File: config.mk
export PLATFORM = sky130hd
export DESIGN_NAME = dtpp_queue
export DESIGN_NICKNAME = d
export VERILOG_FILES = /design/src/hw/rtl/dtpp_pkg.sv /design/src/hw/rtl/dtpp_queue.sv
export SDC_FILE = /design/constraint.sdc
export NUM_CORES = 1
export LEC_CHECK = 0
export CAP_MARGIN = 0
export CORE_ASPECT_RATIO = 1.4
export CORE_UTILIZATION = 39
export DETAILED_ROUTE_END_ITERATION = 6
export DONT_BUFFER_PORTS = 1
export GPL_TIMING_DRIVEN = 0
export PLACE_DENSITY = 0.55
export SETUP_SLACK_MARGIN = 0.1
export SLEW_MARGIN = 15
export SYNTH_ARGS = -nofsm -noshare
export SYNTH_HDL_FRONTEND = slang
export SYNTH_SLANG_ARGS = --single-unit
File: constraint.sdc
create_clock -name clk -period 3.51 [get_ports clk]
set_input_delay 0.702 -clock clk [delete_from_list [all_inputs] [get_ports clk]]
set_output_delay 0.702 -clock clk [all_outputs]
set_load 0.02 [all_outputs]
File: src/hw/rtl/dtpp_pkg.sv
// Shared types, constants and codes of the depth-to-point projector.
`timescale 1ns / 1ps
package dtpp_pkg;

    // Dimension limit default and register widths
    localparam int unsigned MAX_DIM_DEFAULT = 4096;
    localparam int unsigned DIM_W           = 13;
    localparam int unsigned DIM_MAX         = 8191;
    localparam int unsigned CENTRE_W        = 16;
    localparam int unsigned INV_W           = 24;
    localparam int unsigned DEPTH_W         = 16;
    localparam int unsigned COLOR_W         = 8;
    localparam int unsigned XY_W            = 24;
    localparam int unsigned CFG_IDX_W       = 3;
    localparam int unsigned CFG_DATA_W      = 24;

    // Datapath widths: kept positions stay below 2^13, so pos*16 fits 17 bits
    localparam int unsigned MAG_W   = DIM_W + 4;
    localparam int unsigned MD_W    = MAG_W + DEPTH_W;
    localparam int unsigned PROD_W  = MD_W + INV_W;
    localparam int unsigned FRAC_SH = 20;

    // Request queue between classifier and projection unit
    localparam int unsigned QUEUE_DEPTH = 4;
    localparam int unsigned QUEUE_AW    = $clog2(QUEUE_DEPTH);

    // Register reset values
    localparam logic [DIM_W-1:0]    FRAME_WIDTH_RST  = 13'd1920;
    localparam logic [DIM_W-1:0]    FRAME_HEIGHT_RST = 13'd1080;
    localparam logic [CENTRE_W-1:0] PRINCIPAL_X_RST  = 16'd15075;
    localparam logic [CENTRE_W-1:0] PRINCIPAL_Y_RST  = 16'd9181;
    localparam logic [INV_W-1:0]    INV_FOCAL_X_RST  = 24'd15510;
    localparam logic [INV_W-1:0]    INV_FOCAL_Y_RST  = 24'd15501;
    localparam logic [DEPTH_W-1:0]  MAX_DEPTH_RST    = 16'd1000;

    // Register indexes
    typedef enum logic [CFG_IDX_W-1:0] {
        REG_FRAME_WIDTH  = 3'd0,
        REG_FRAME_HEIGHT = 3'd1,
        REG_PRINCIPAL_X  = 3'd2,
        REG_PRINCIPAL_Y  = 3'd3,
        REG_INV_FOCAL_X  = 3'd4,
        REG_INV_FOCAL_Y  = 3'd5,
        REG_MAX_DEPTH    = 3'd6
    } reg_index_t;

    // Configuration register set
    typedef struct packed {
        logic [DIM_W-1:0]    frame_width;
        logic [DIM_W-1:0]    frame_height;
        logic [CENTRE_W-1:0] principal_x;
        logic [CENTRE_W-1:0] principal_y;
        logic [INV_W-1:0]    inv_focal_x;
        logic [INV_W-1:0]    inv_focal_y;
        logic [DEPTH_W-1:0]  max_depth;
    } cfg_t;

    // One classified request for the projection unit
    typedef struct packed {
        logic [MAG_W-1:0]   mag_x;
        logic               neg_x;
        logic [MAG_W-1:0]   mag_y;
        logic               neg_y;
        logic [DEPTH_W-1:0] depth;
        logic [COLOR_W-1:0] blue;
        logic [COLOR_W-1:0] green;
        logic [COLOR_W-1:0] red;
        logic               valid;
        logic               last;
    } item_t;

    // Projection unit sequencer
    typedef enum logic [1:0] {
        BK_IDLE,
        BK_MUL_DEPTH,
        BK_MUL_FOCAL,
        BK_EMIT
    } back_state_t;

endpackage

File: src/hw/rtl/dtpp_queue.sv
// Small request queue between the pixel classifier and the projection unit.
`timescale 1ns / 1ps
module dtpp_queue
(
    input  logic            clk,
    input  logic            rst_n,
    input  logic            push,
    input  dtpp_pkg::item_t push_item,
    output logic            full,
    input  logic            pop,
    output dtpp_pkg::item_t pop_item,
    output logic            empty
);

    dtpp_pkg::item_t                   mem [dtpp_pkg::QUEUE_DEPTH];
    dtpp_pkg::item_t                   pop_item_reg;
    logic [dtpp_pkg::QUEUE_AW-1:0]     wr_ptr_reg;
    logic [dtpp_pkg::QUEUE_AW-1:0]     rd_ptr_reg;
    logic [dtpp_pkg::QUEUE_AW:0]       count_reg;

    assign full     = (count_reg == (dtpp_pkg::QUEUE_AW + 1)'(dtpp_pkg::QUEUE_DEPTH));
    assign empty    = (count_reg == '0);
    assign pop_item = pop_item_reg;

    // Store a request
    always_ff @(posedge clk)
    begin
        if (push)
        begin
            mem[wr_ptr_reg] <= push_item;
        end
    end

    // Register the head request as it is dequeued; hold it until the next pop
    always_ff @(posedge clk)
    begin
        if (pop)
        begin
            pop_item_reg <= mem[rd_ptr_reg];
        end
    end

    // Advance pointers and fill count
    always_ff @(posedge clk or negedge rst_n)
    begin
        if (!rst_n)
        begin
            wr_ptr_reg <= '0;
            rd_ptr_reg <= '0;
            count_reg  <= '0;
        end
        else
        begin
            if (push)
            begin
                wr_ptr_reg <= wr_ptr_reg + 1'b1;
            end
            if (pop)
            begin
                rd_ptr_reg <= rd_ptr_reg + 1'b1;
            end
            if (push && !pop)
            begin
                count_reg <= count_reg + 1'b1;
            end
            else if (pop && !push)
            begin
                count_reg <= count_reg - 1'b1;
            end
        end
    end

endmodule

# == Yosys cells after proc, flatten, opt, wreduce, memory -nomap -nowiden ==
# Memories as Yosys holds them, arrays and structs flattened. A register that Yosys moved wholly into a read port is not among the register bits.
# Cells that the tools add are included.
# totals
regBits,7
ram_bits,312
input_bits,82
memories,1
# classes
addsub,4
n_eq_ne,1
mux,4
reduce_logical,6
# mem_list
name,depth,width,rd,rd_ports_with_merged_regs,write_ports,line,rtl
mem,4,78,1,1,1,dtpp_queue.sv:15,dtpp_pkg::item_t mem [dtpp_pkg::QUEUE_DEPTH];
# ops
op,count
3-bit two-way mux,2
"2-bit by 1-bit adder with 2-bit output, second input constant",2
"3-bit by 1-bit adder with 3-bit output, second input constant",1
"3-bit equality test, second input constant",1
3-bit zero test,1
"3-bit by 1-bit subtractor with 3-bit output, second input constant",1
1-bit logical AND,2
1-bit zero test,2
1-bit two-way mux,2
2-bit nonzero test,1

# == Logic depth before layout (Yosys ltp) ==
# logic_depth
depth_word,4
ltp_mapped,7
depth_no_buf,7

# == Least setup slack after synthesis ==
# OpenSTA, ideal clock, no wires.
# synth_path
path_kind,input to register
from,input push
to,"memory mem[0][0] (netlist name), enable pin"
setup_time_ps,445
t_arrival_ps,2515
t_required_ps,3065
setup_slack_ps,551
path_stages,1
path_cell_list,and2_1
# synth_via
elab_chain_cells,2
# synth_rtl
item,line,rtl
start: declaration,dtpp_queue.sv:7,"input logic push,"
1-bit two-way mux,dtpp_queue.sv:28,if (push)
1-bit two-way mux (implied by the code),dtpp_queue.sv:30,mem[wr_ptr_reg] <= push_item;
end: declaration,dtpp_queue.sv:15,
# Every way passes these cells.

# == Worst setup path after layout ==
# layout_path
from,register count_reg[0] (netlist name)
to,output full
# layout_via
elab_chain_cells,1
# layout_rtl
item,line,rtl
start: declaration,dtpp_queue.sv:19,logic [dtpp_pkg::QUEUE_AW:0] count_reg;
start signal: assignment,dtpp_queue.sv:64,count_reg <= count_reg + 1'b1;
start signal: assignment,dtpp_queue.sv:68,count_reg <= count_reg - 1'b1;
3-bit equality test,dtpp_queue.sv:21,assign full = (count_reg == (dtpp_pkg::QUEUE_AW + 1)'(dtpp_pkg::QUEUE_DEPTH));
end: declaration,dtpp_queue.sv:9,"output logic full,"
# Every way passes these cells.

==> metrics <==
Post-Place Setup Slack=1.50 ns; outcome=complete, no violations; origin of the worst setup path=count_reg[0]; DRT Wirelength=24,200 um; dpl hpwl=14,300 um; Comb power frac=0.183; RSZ-0062 raised after global routing=no; critical path arrival=1.54 ns; Syn-to-layout area delta=13.7%; clock tree from TritonCTS=yes; Clock Tree Root=clkbuf_16; Worst VDD drop=0.481 mV; Critical path buffers and inverters=0; DRT antenna net count=0; most frequent cells in the layout=edfxtp_1 (390), mux4_2 (78), clkbuf_16 (41), clkinv_1 (10); filler cell count=2,952; largest net degree at the start of global routing=82; Slew @ Worst Pin=0.661 ns; die area=36,900 um^2; drt pass-1 iters=6; initial DRC count=235; delay-heaviest family, CP=simple AND/OR/NAND/NOR gates; first-pass GRT wire length=36,000 um; crit start category=flip-flop; HP Class=in -> reg; Clock Sinks=397; height of the die=227 um; P per Cell Area=862 nW/um^2; IO Port Bufs=0; syn avg cell area=27.1 um^2; critical path type=reg -> out; max incr delay on CP=0.59 ns; Via density=5.09; num rows=82; Non-Filler Instances=1,054; vias in the first global route=5,867; end point of the critical path=full; WP depth=1; most common cell after layout, fill and taps aside=edfxtp_1; Ys Warns=0; min setup slack post-route=1.27 ns; Mapped Cells=520; Min Hold Slack=0.262 ns; routability cong.=0.673; Crit-path slowest cell=nor3b_1; total placed cells including tap cells=986; htree depth=2; Reg power frac=0.528; IO Count=162; Mapped Nets=608; Fmax=447 MHz; Final #Nets=653; Final setup viols=0; Tmin final=2.24 ns; hold path start=push; Cell Chain, Critical Path=nor3b_1; Net Switching=0.00362 W; n_diodes=0; flop2flop setup slack=1.58 ns; crit end category=primary output; GR Overflow Total=0; FF-to-FF End=mem[2][32]; CP max FO=4; Clock power frac=0.289; Sw Share=0.263; max FFs per register=312; worst skew pair latency=0.52 ns; Internal Dissipation=0.0102 W; Final Hold Fails=0; die width=163 um; Post-Route Skew=0.00997 ns; core footprint=35,700 um^2; ratio of final minimum period to clock period=0.638; drt drc=0; buffer depth of the longest clock path=3; CP required=2.81 ns; Num CTS Buffers=38; initial antenna violation count=0; max-slew violations=0; Core Util, Final=0.448; Syn Std Cell Area=14,100 um^2; initial core utilization=0.394; routed length per instance=22.9 um; Max-slew headroom=0.559; max-capacitance violation count=0; Seq cells post-synth=397; Leak=5.09 nW; worst r2r src=wr_ptr_reg[0]; sequential share of the synthesized area=0.844; clock slew at reported path FFs=0.06 ns; GRT Resource Usage Total=0.134; post-synth cell types=19; layout cell share with drive strength beyond 1=0.265; Worst R2R Path Depth=4; routed vias=5,368
final cells by class:
| class | instances | area (um^2) | share of cell area |
|---|---|---|---|
| sequential | 397 | 11900 | 0.742 |
| multi-input combinational | 101 | 1970 | 0.123 |
| clock buffer | 46 | 1040 | 0.0653 |
| tap | 462 | 578 | 0.0361 |
| buffer | 18 | 219 | 0.0137 |
| clock inverter | 21 | 180 | 0.0113 |
| timing repair buffer | 5 | 120 | 0.00750 |
| inverter | 4 | 15.0 | 0.000938 |
repair_timing:
action                    CTS  global route
hold endpoints to repair    7             0
resized for setup           0             0
hold buffers                1             0
setup buffers               0             0
cell families (layout without fill, tap and decap cells):
| kind of cell | count (synthesis) | in the layout | synth area share |
|---|---|---|---|
| AO/OA/AOI/OAI | 1 | 1 | 0.000355 |
| AND/OR/NAND/NOR | 9 | 9 | 0.00347 |
| flip-flops | 397 | 397 | 0.844 |
| adder cells (fa/ha/maj) | 6 | 6 | 0.00587 |
| multiplexers | 79 | 79 | 0.126 |
| buffers and inverters | 22 | 94 | 0.0166 |
| XOR/XNOR | 6 | 6 | 0.00373 |
cell usage after synthesis (all sizes together):
cell type  instances  area (um^2)
mux4              78         1760
nor3               1         5.00
inv                4         15.0
o21ai              1         5.00
mux2               1         11.3
dfrtp              7          175
fa                 1         20.0
xnor2              2         17.5
edfxtp           390        11700
nand2              2         7.51
buf               18          219
xor2               4         35.0
nor2               1         3.75
and2               4         25.0
nor3b              1         7.51
ha                 5         62.6
how the worst min path moves through the flow:
stage                                to  depth (start not counted)
after floorplan            count_reg[0]                          0
after global placement     count_reg[2]                          0
after detailed placement   count_reg[1]                          0
after CTS                    mem[1][69]                          0
after global routing         mem[1][69]                          0
final                     wr_ptr_reg[0]                          1
routing by layer:
layer	routed length [um]	vias up	share of wire	global-route usage
li1	-	2310	-	-
met1	8930	2865	0.37	0.153
met2	13100	144	0.54	0.238
met3	1440	49	0.060	0.0369
met4	697	0	0.029	0.0525
met5	0	-	0	0
through the flow:
| step | TNS [ns] | instance area [um^2] | power (W) |
|---|---|---|---|
| floorplan | 0 | 14100 | 0.00925 |
| global placement | -275.15 | 14700 | 0.00995 |
| detailed placement | 0 | 14800 | 0.0100 |
| CTS | 0 | 16000 | 0.0141 |
| global route | 0 | 16000 | 0.0144 |
| finish | 0 | 16000 | 0.0138 |
power by group through the flow:
stage | logic, W | clock network [W] | registers (W)
floorplan | 0.00196 | 0 | 0.00729
finish | 0.00253 | 0.00398 | 0.00728
detailed placement | 0.00264 | 0 | 0.00741
global placement | 0.00248 | 0 | 0.00747
global route | 0.00277 | 0.00427 | 0.00738
CTS | 0.00264 | 0.00411 | 0.00731
Note: power is estimated with default switching activity, not from simulation.
