### src/hw/rtl/dtpp_pkg.sv
// Shared types, constants and codes of the depth-to-point projector.
`timescale 1ns / 1ps
package dtpp_pkg;

    // Dimension limit default and register widths
    localparam int unsigned MAX_DIM_DEFAULT = 4096;
    localparam int unsigned DIM_W           = 13;
    localparam int unsigned DIM_MAX         = 8191;
    localparam int unsigned CENTRE_W        = 16;
    localparam int unsigned INV_W           = 24;
    localparam int unsigned DEPTH_W         = 16;
    localparam int unsigned COLOR_W         = 8;
    localparam int unsigned XY_W            = 24;
    localparam int unsigned CFG_IDX_W       = 3;
    localparam int unsigned CFG_DATA_W      = 24;

    // Datapath widths: kept positions stay below 2^13, so pos*16 fits 17 bits
    localparam int unsigned MAG_W   = DIM_W + 4;
    localparam int unsigned MD_W    = MAG_W + DEPTH_W;
    localparam int unsigned PROD_W  = MD_W + INV_W;
    localparam int unsigned FRAC_SH = 20;

    // Request queue between classifier and projection unit
    localparam int unsigned QUEUE_DEPTH = 4;
    localparam int unsigned QUEUE_AW    = $clog2(QUEUE_DEPTH);

    // Register reset values
    localparam logic [DIM_W-1:0]    FRAME_WIDTH_RST  = 13'd1920;
    localparam logic [DIM_W-1:0]    FRAME_HEIGHT_RST = 13'd1080;
    localparam logic [CENTRE_W-1:0] PRINCIPAL_X_RST  = 16'd15075;
    localparam logic [CENTRE_W-1:0] PRINCIPAL_Y_RST  = 16'd9181;
    localparam logic [INV_W-1:0]    INV_FOCAL_X_RST  = 24'd15510;
    localparam logic [INV_W-1:0]    INV_FOCAL_Y_RST  = 24'd15501;
    localparam logic [DEPTH_W-1:0]  MAX_DEPTH_RST    = 16'd1000;

    // Register indexes
    typedef enum logic [CFG_IDX_W-1:0] {
        REG_FRAME_WIDTH  = 3'd0,
        REG_FRAME_HEIGHT = 3'd1,
        REG_PRINCIPAL_X  = 3'd2,
        REG_PRINCIPAL_Y  = 3'd3,
        REG_INV_FOCAL_X  = 3'd4,
        REG_INV_FOCAL_Y  = 3'd5,
        REG_MAX_DEPTH    = 3'd6
    } reg_index_t;

    // Configuration register set
    typedef struct packed {
        logic [DIM_W-1:0]    frame_width;
        logic [DIM_W-1:0]    frame_height;
        logic [CENTRE_W-1:0] principal_x;
        logic [CENTRE_W-1:0] principal_y;
        logic [INV_W-1:0]    inv_focal_x;
        logic [INV_W-1:0]    inv_focal_y;
        logic [DEPTH_W-1:0]  max_depth;
    } cfg_t;

    // One classified request for the projection unit
    typedef struct packed {
        logic [MAG_W-1:0]   mag_x;
        logic               neg_x;
        logic [MAG_W-1:0]   mag_y;
        logic               neg_y;
        logic [DEPTH_W-1:0] depth;
        logic [COLOR_W-1:0] blue;
        logic [COLOR_W-1:0] green;
        logic [COLOR_W-1:0] red;
        logic               valid;
        logic               last;
    } item_t;

    // Projection unit sequencer
    typedef enum logic [1:0] {
        BK_IDLE,
        BK_MUL_DEPTH,
        BK_MUL_FOCAL,
        BK_EMIT
    } back_state_t;

endpackage

### src/hw/rtl/dtpp_front.sv
// Pixel classifier: raster position, 2x decimation, depth check and offsets.
`timescale 1ns / 1ps
module dtpp_front
#(
    parameter int unsigned MAX_DIM = dtpp_pkg::MAX_DIM_DEFAULT
)
(
    input  logic                              clk,
    input  logic                              rst_n,
    input  logic                              in_valid,
    output logic                              in_stall,
    input  logic [dtpp_pkg::DEPTH_W-1:0]      depth_mm,
    input  logic [dtpp_pkg::COLOR_W-1:0]      blue_in,
    input  logic [dtpp_pkg::COLOR_W-1:0]      green_in,
    input  logic [dtpp_pkg::COLOR_W-1:0]      red_in,
    input  logic                              start_of_frame,
    input  dtpp_pkg::cfg_t                    cfg,
    input  logic                              queue_full,
    output logic                              push,
    output dtpp_pkg::item_t                   push_item
);

    localparam int unsigned CW    = $clog2(MAX_DIM);
    localparam int unsigned EW    = (((CW + 1) > dtpp_pkg::DIM_W) ? (CW + 1) : dtpp_pkg::DIM_W) + 1;
    localparam int unsigned CLAMP = (MAX_DIM > dtpp_pkg::DIM_MAX) ? dtpp_pkg::DIM_MAX : MAX_DIM;

    logic [CW-1:0]              column_reg;
    logic [CW:0]                row_reg;
    logic [CW-1:0]              column_next;
    logic [CW:0]                row_next;
    logic [CW-1:0]              col;
    logic [CW:0]                row;
    logic [dtpp_pkg::DIM_W-1:0] w_eff;
    logic [dtpp_pkg::DIM_W-1:0] h_eff;
    logic [EW-1:0]              ce;
    logic [EW-1:0]              re;
    logic [EW-1:0]              we;
    logic [EW-1:0]              he;
    logic                       in_range;
    logic                       keep;
    logic                       last;
    logic                       depth_ok;
    logic                       accept;
    logic [dtpp_pkg::MAG_W-1:0] px16;
    logic [dtpp_pkg::MAG_W-1:0] py16;
    logic [dtpp_pkg::MAG_W-1:0] cx;
    logic [dtpp_pkg::MAG_W-1:0] cy;

    assign in_stall = queue_full;
    assign accept   = in_valid && !in_stall;

    // Clamp dimensions and pick the position of this pixel
    always_comb
    begin
        w_eff = (cfg.frame_width > dtpp_pkg::DIM_W'(CLAMP)) ? dtpp_pkg::DIM_W'(CLAMP)
                                                            : cfg.frame_width;
        h_eff = (cfg.frame_height > dtpp_pkg::DIM_W'(CLAMP)) ? dtpp_pkg::DIM_W'(CLAMP)
                                                             : cfg.frame_height;
        col   = start_of_frame ? '0 : column_reg;
        row   = start_of_frame ? '0 : row_reg;
        ce    = EW'(col);
        re    = EW'(row);
        we    = EW'(w_eff);
        he    = EW'(h_eff);
    end

    // Decide keep, last and depth validity
    always_comb
    begin
        in_range = (re < he);
        keep     = in_range && !col[0] && !row[0]
                   && ((ce + EW'(2)) <= we) && ((re + EW'(2)) <= he);
        last     = ((ce + EW'(2)) == (we & ~EW'(1))) && ((re + EW'(2)) == (he & ~EW'(1)));
        depth_ok = (depth_mm != '0) && (depth_mm <= cfg.max_depth);
    end

    // Offsets from the principal point as sign and magnitude
    always_comb
    begin
        px16 = {dtpp_pkg::DIM_W'(ce), 4'b0000};
        py16 = {dtpp_pkg::DIM_W'(re), 4'b0000};
        cx   = dtpp_pkg::MAG_W'(cfg.principal_x);
        cy   = dtpp_pkg::MAG_W'(cfg.principal_y);
        push_item.neg_x = (px16 < cx);
        push_item.neg_y = (py16 < cy);
        push_item.mag_x = push_item.neg_x ? (cx - px16) : (px16 - cx);
        push_item.mag_y = push_item.neg_y ? (cy - py16) : (py16 - cy);
        // Zero depth forces zero coordinates downstream
        push_item.depth = depth_ok ? depth_mm : '0;
        push_item.blue  = depth_ok ? blue_in : '0;
        push_item.green = depth_ok ? green_in : '0;
        push_item.red   = depth_ok ? red_in : '0;
        push_item.valid = depth_ok;
        push_item.last  = last;
    end

    assign push = accept && keep;

    // Advance raster position; hold once past the last row
    always_comb
    begin
        column_next = col;
        row_next    = row;
        if (in_range)
        begin
            if (((ce + EW'(1)) >= we) || ((ce + EW'(1)) >= EW'(MAX_DIM)))
            begin
                column_next = '0;
                row_next    = row + (CW + 1)'(1);
            end
            else
            begin
                column_next = CW'(ce + EW'(1));
            end
        end
    end

    always_ff @(posedge clk or negedge rst_n)
    begin
        if (!rst_n)
        begin
            column_reg <= '0;
            row_reg    <= '0;
        end
        else if (accept)
        begin
            column_reg <= column_next;
            row_reg    <= row_next;
        end
    end

endmodule

### config.mk
export PLATFORM = sky130hd
export DESIGN_NAME = dtpp_front
export DESIGN_NICKNAME = d
export VERILOG_FILES = /design/src/hw/rtl/dtpp_pkg.sv /design/src/hw/rtl/dtpp_front.sv
export SDC_FILE = /design/constraint.sdc
export NUM_CORES = 1
export LEC_CHECK = 0
export BUFFER_PORTS_ARGS = -buffer_cell sky130_fd_sc_hd__buf_4
export CAP_MARGIN = 40
export CORE_MARGIN = 3
export CORE_UTILIZATION = 35
export DETAILED_ROUTE_END_ITERATION = 10
export RECOVER_POWER = 50
export SYNTH_ARGS = -nofsm -noshare
export SYNTH_HDL_FRONTEND = slang
export SYNTH_SLANG_ARGS = --single-unit
### constraint.sdc
create_clock -name clk -period 10.7 [get_ports clk]
set_clock_uncertainty 0.1 [all_clocks]
set_input_delay 1.07 -clock clk [delete_from_list [all_inputs] [get_ports clk]]
set_output_delay 1.07 -clock clk [all_outputs]
set_load 0.1 [all_outputs]
# Yosys cells after proc, flatten, opt, wreduce, memory -nomap -nowiden
# Cells that the tools add are included.
# W data, S select, Z words.
# classes
add_sub_neg	8
n_lt_le_gt_ge	10
n_eq_ne	2
muxes	14
reduce_logical	13
# ops
operator	n
$mux W13	5
$mux W12	3
$mux W17	2
$sub A16 B16 Y17	2
$le A14 B13 Y1	2
$gt A13 B13 Y1 const B	2
$mux W8	3
$lt A17 B16 Y1	1
$sub A16 B17 Y17	1
$sub A17 B16 Y17	1
$le A16 B16 Y1	1
$lt A16 B16 Y1	1
$mux W16	1
$reduce_bool A16 Y1	1
$add A13 B2 Y14 const B	1
$eq A14 B13 Y1	1
$ge A14 B13 Y1	1
$ge A14 B13 Y1 const B	1
$add A12 B1 Y13 const B	1
$add A12 B2 Y13 const B	1
$add A13 B1 Y13 const B	1
$eq A13 B13 Y1	1
$lt A13 B13 Y1	1
$logic_and A1 B1 Y1	8
other kinds (2)	4
# word_totals
register_bits	25
inputBits	167
output_inout_bits	80

# Longest topological paths before layout
# depth
word_depth	8
mapped_depth	22

# Worst setup path before layout
# OpenSTA, ideal clock, no wires.
# synth_path
path_kind	input port to output port
start	in start_of_frame
end	out push
arrival_ps	7046
required_time_ps	9530
slack_ps	2484
stages	18
path_buffers	4
cell_sequence	buf_6 -> clkbuf_1 -> clkbuf_1 -> clkbuf_1 -> nand2b_1 -> inv_1 -> ha_1 -> nand3_1 -> nor2_1 -> and4_1 -> xnor2_1 -> ha_1 -> a21o_1 -> a21oi_1 -> o21ai_0 -> or4_1 -> o211a_1 -> nor4_1
# synth_via
elab_chain_cells	7
# synth_rtl
item	line	source
from (decl)	dtpp_front.sv:16	input logic start_of_frame,
parallel branches: the longest is 5 deep, another holds $le A14 B13 Y1	n/a	
$logic_and A1 B1 Y1 (*)	dtpp_front.sv:72	&& ((ce + EW'(2)) <= we) && ((re + EW'(2)) <= he);
$logic_and A1 B1 Y1 (*)	dtpp_front.sv:97	assign push = accept && keep;
to (decl)	dtpp_front.sv:19	output logic push,
# Every way passes the cells marked *.

==> impl_metrics.tcl <==
set metrics [dict create \
    synthTopCellsByCount "120 x ha_1, 102 x nand2_1, 88 x inv_1" \
    cts-root-buf "clkbuf_16" \
    fin_setup_tns_ns 0 \
    synthTopCellsByArea "ha_1 23%, dfrtp_1 9.6%, nand2_1 5.8%" \
    fp.coreArea_um2 18100 \
    grt_overflow 0 \
    crit_type "in -> out" \
    syn-num-nets 1184 \
    diodes 0 \
    hold_path.class "reg -> reg" \
    cp_slowest_cell "clkbuf_1" \
    grt_use_met1_pct 24.5 \
    final_antenna_net_count 0 \
    syn-instance-count 895 \
    synth_flop_cell "dfrtp_1" \
    holdWs_ns 0.428 \
    synth-edff-count 0 \
    cts.repair.resized 0 \
    min_to "column_reg[9]$_DFFE_PN0P_" \
    drv_slew 38 \
    clockBufferDepth 2 \
    r2r_cells 14 \
    synth_top_area_share_pct 22.9 \
    worstMarginPinSlew_ns 1.61 \
    violations "max-capacitance violations, max-slew violations" \
    r2r_slack_ns 6.19 \
    grt_busiest_layer "met2" \
    wl_um 19000 \
    setup_ws_ns 3.85 \
    cts_tree "done" \
    drc 0 \
    setup_viol 0 \
    nets 1355 \
    num_vias 6626 \
    antenna_found_initial 0 \
    worst-path-max-fanout 37 \
    syn_area_um2 6550 \
    place.gp.congestion 0.892 \
    die-area_um2 20400 \
    power_density_nw_per_um2 85.4 \
    period_share_pct 64.0 \
    hp-start "column_reg[9]$_DFFE_PN0P_" \
    status "finished, violations left" \
    nFillCells 1905 \
    place_inst 1290 \
    num_rows 49 \
    drtIter0Drc 384 \
    met2_usage_pct 29.6 \
    start_util_pct 36.1 \
    startpoint_type "primary input" \
    r2r-end "row_reg[12]$_DFFE_PN0P_" \
    ios 247 \
    yosys_warnings 0 \
    async_flop_share_pct 100 \
    endpoint_kind "output pin" \
    cts_num_sinks 25 \
    pre_cts_ws_ns 4.56 \
    yosysTopAreaCell "ha_1" \
    min_path_cells 1 \
    power.leakage_nw 4.19 \
    grt_pass1_vias 6092 \
    largest_register_ffs 13 \
    yosysMostFrequentCell "ha_1" \
    layout-drive-gt1-share_pct 18.1 \
    numCtsBuffers 3 \
    die_x_um 143 \
    max_stage_delay_ns 1.14 \
    hold_buffers 0 \
    ys_seq_area_share_pct 9.55 \
    clk-insertion-delay-late_ns 0.26 \
    drtPass1Iterations 5 \
    clock.fmax_mhz 146 \
    wl_per_cell_um 14.6 \
    cp.arrival_ns 5.68 \
    areaGrowthSynthToFinish_pct 23.6 \
    cts_max_level 1 \
    slew_headroom_pct -7.63 \
    yosys_register_bits 25 \
    post_cts_buffers 0 \
    required_ns 9.53 \
    synth.distinct_cells 74 \
    fin_crit_ns 6.85 \
    grt_use_met3_pct 2.28 \
    layout.cells.non_filler 1294 \
    path_cells "clkbuf_1 > nand2b_1 > inv_1 > ha_1 > nor3b_1 > a221o_1 > a311oi_2 > o31a_1 > o21a_2 > a211oi_1 > a31oi_1 > xnor2_1 > buf_4" \
    hold_viol 0 \
    r2r-start "column_reg[0]$_DFFE_PN0P_" \
    hpwl_um 16100 \
    track_usage_pct 17.3 \
    via_per_inst 5.12 \
    grt_first_pass_wirelength_um 29700 \
    ir_drop_mv 0.0560 \
    path_clk_slew_ns 0.06 \
    port_buffers 198 \
    max_cap_viol_count 1 \
    total_power_mw 0.691 \
    syn-mean-instance-area_um2 7.32 \
    die_h_um 143 \
    rsz0062_at_grt "false" \
    grt_start_max_net_pins 42 \
]
-- cells by family (layout without fill, tap and decap cells) --
family | count (synthesis) | after routing | share of synthesized area (%)
flops | 25 | 25 | 9.55
fa+ha+maj | 122 | 122 | 23.5
xor+xnor | 68 | 68 | 9.10
mux | 8 | 8 | 1.28
simple gates | 357 | 357 | 28.3
buf+inv | 123 | 293 | 7.72
compound gates | 192 | 192 | 20.5
-- placed cells by master, fill, tap and decap left out, drive strengths merged, types with 17 or more instances in the layout --
master | Yosys | routed
buf | 10 | 162
ha | 120 | 120
nand2 | 103 | 103
inv | 88 | 88
nor2 | 84 | 84
nor2b | 48 | 48
xnor2 | 42 | 42
clkbuf | 25 | 42
o21ai | 39 | 39
a21oi | 37 | 37
a21o | 30 | 30
nand3 | 26 | 26
xor2 | 26 | 26
dfrtp | 25 | 25
nor3 | 17 | 17
-- where the power goes --
part / total [mW] / switching, mW / internal [mW]
registers: 0.106 / 0.00740 / 0.0987
logic: 0.501 / 0.372 / 0.129
clock network: 0.0839 / 0.0335 / 0.0504
-- critical path, delay by kind of cell --
kind	cells	cell delay, ns
xor+xnor	1	0.15
simple gates	2	0.57
buf+inv	3	1.68
fa+ha+maj	1	0.36
compound gates	6	1.82
-- how the worst max path moves through the flow --
stage | endpoint | depth (start not counted) | startpoint
6_report | push_item[59] | 13 | start_of_frame
5_1_grt | push | 16 | start_of_frame
4_1_cts | push | 17 | start_of_frame
3_5_place_dp | push | 17 | start_of_frame
3_3_place_gp | push | 17 | start_of_frame
2_1_floorplan | push | 18 | start_of_frame
-- cell type report --
class	count	area (um^2)	share of cell area, %
Tap cell	229	287	3.54
Clock inverter	1	5.00	0.0618
Sequential cell	25	626	7.73
Clock buffer	3	75.1	0.928
Inverter	88	330	4.08
Timing Repair Buffer	201	1360	16.9
Multi-Input combinational cell	747	5410	66.8
-- stage by stage --
step	util (%)	cell area, um^2
after floorplan	-	6550
after global placement	44.9	8160
after detailed placement	45.0	8170
after CTS	45.5	8250
after global routing	44.6	8090
final	44.6	8090
-- routing by layer --
| layer | share of wire [%] | vias to the layer above | wire length [um] |
|---|---|---|---|
| met2 | 46 | 195 | 8720 |
| met3 | 5.8 | 6 | 1090 |
| met5 | 0 | - | 0 |
| met4 | 0.22 | 0 | 42 |
| li1 | - | 3452 | - |
| met1 | 48 | 2973 | 9090 |
Power figures use the tool's default switching activity.
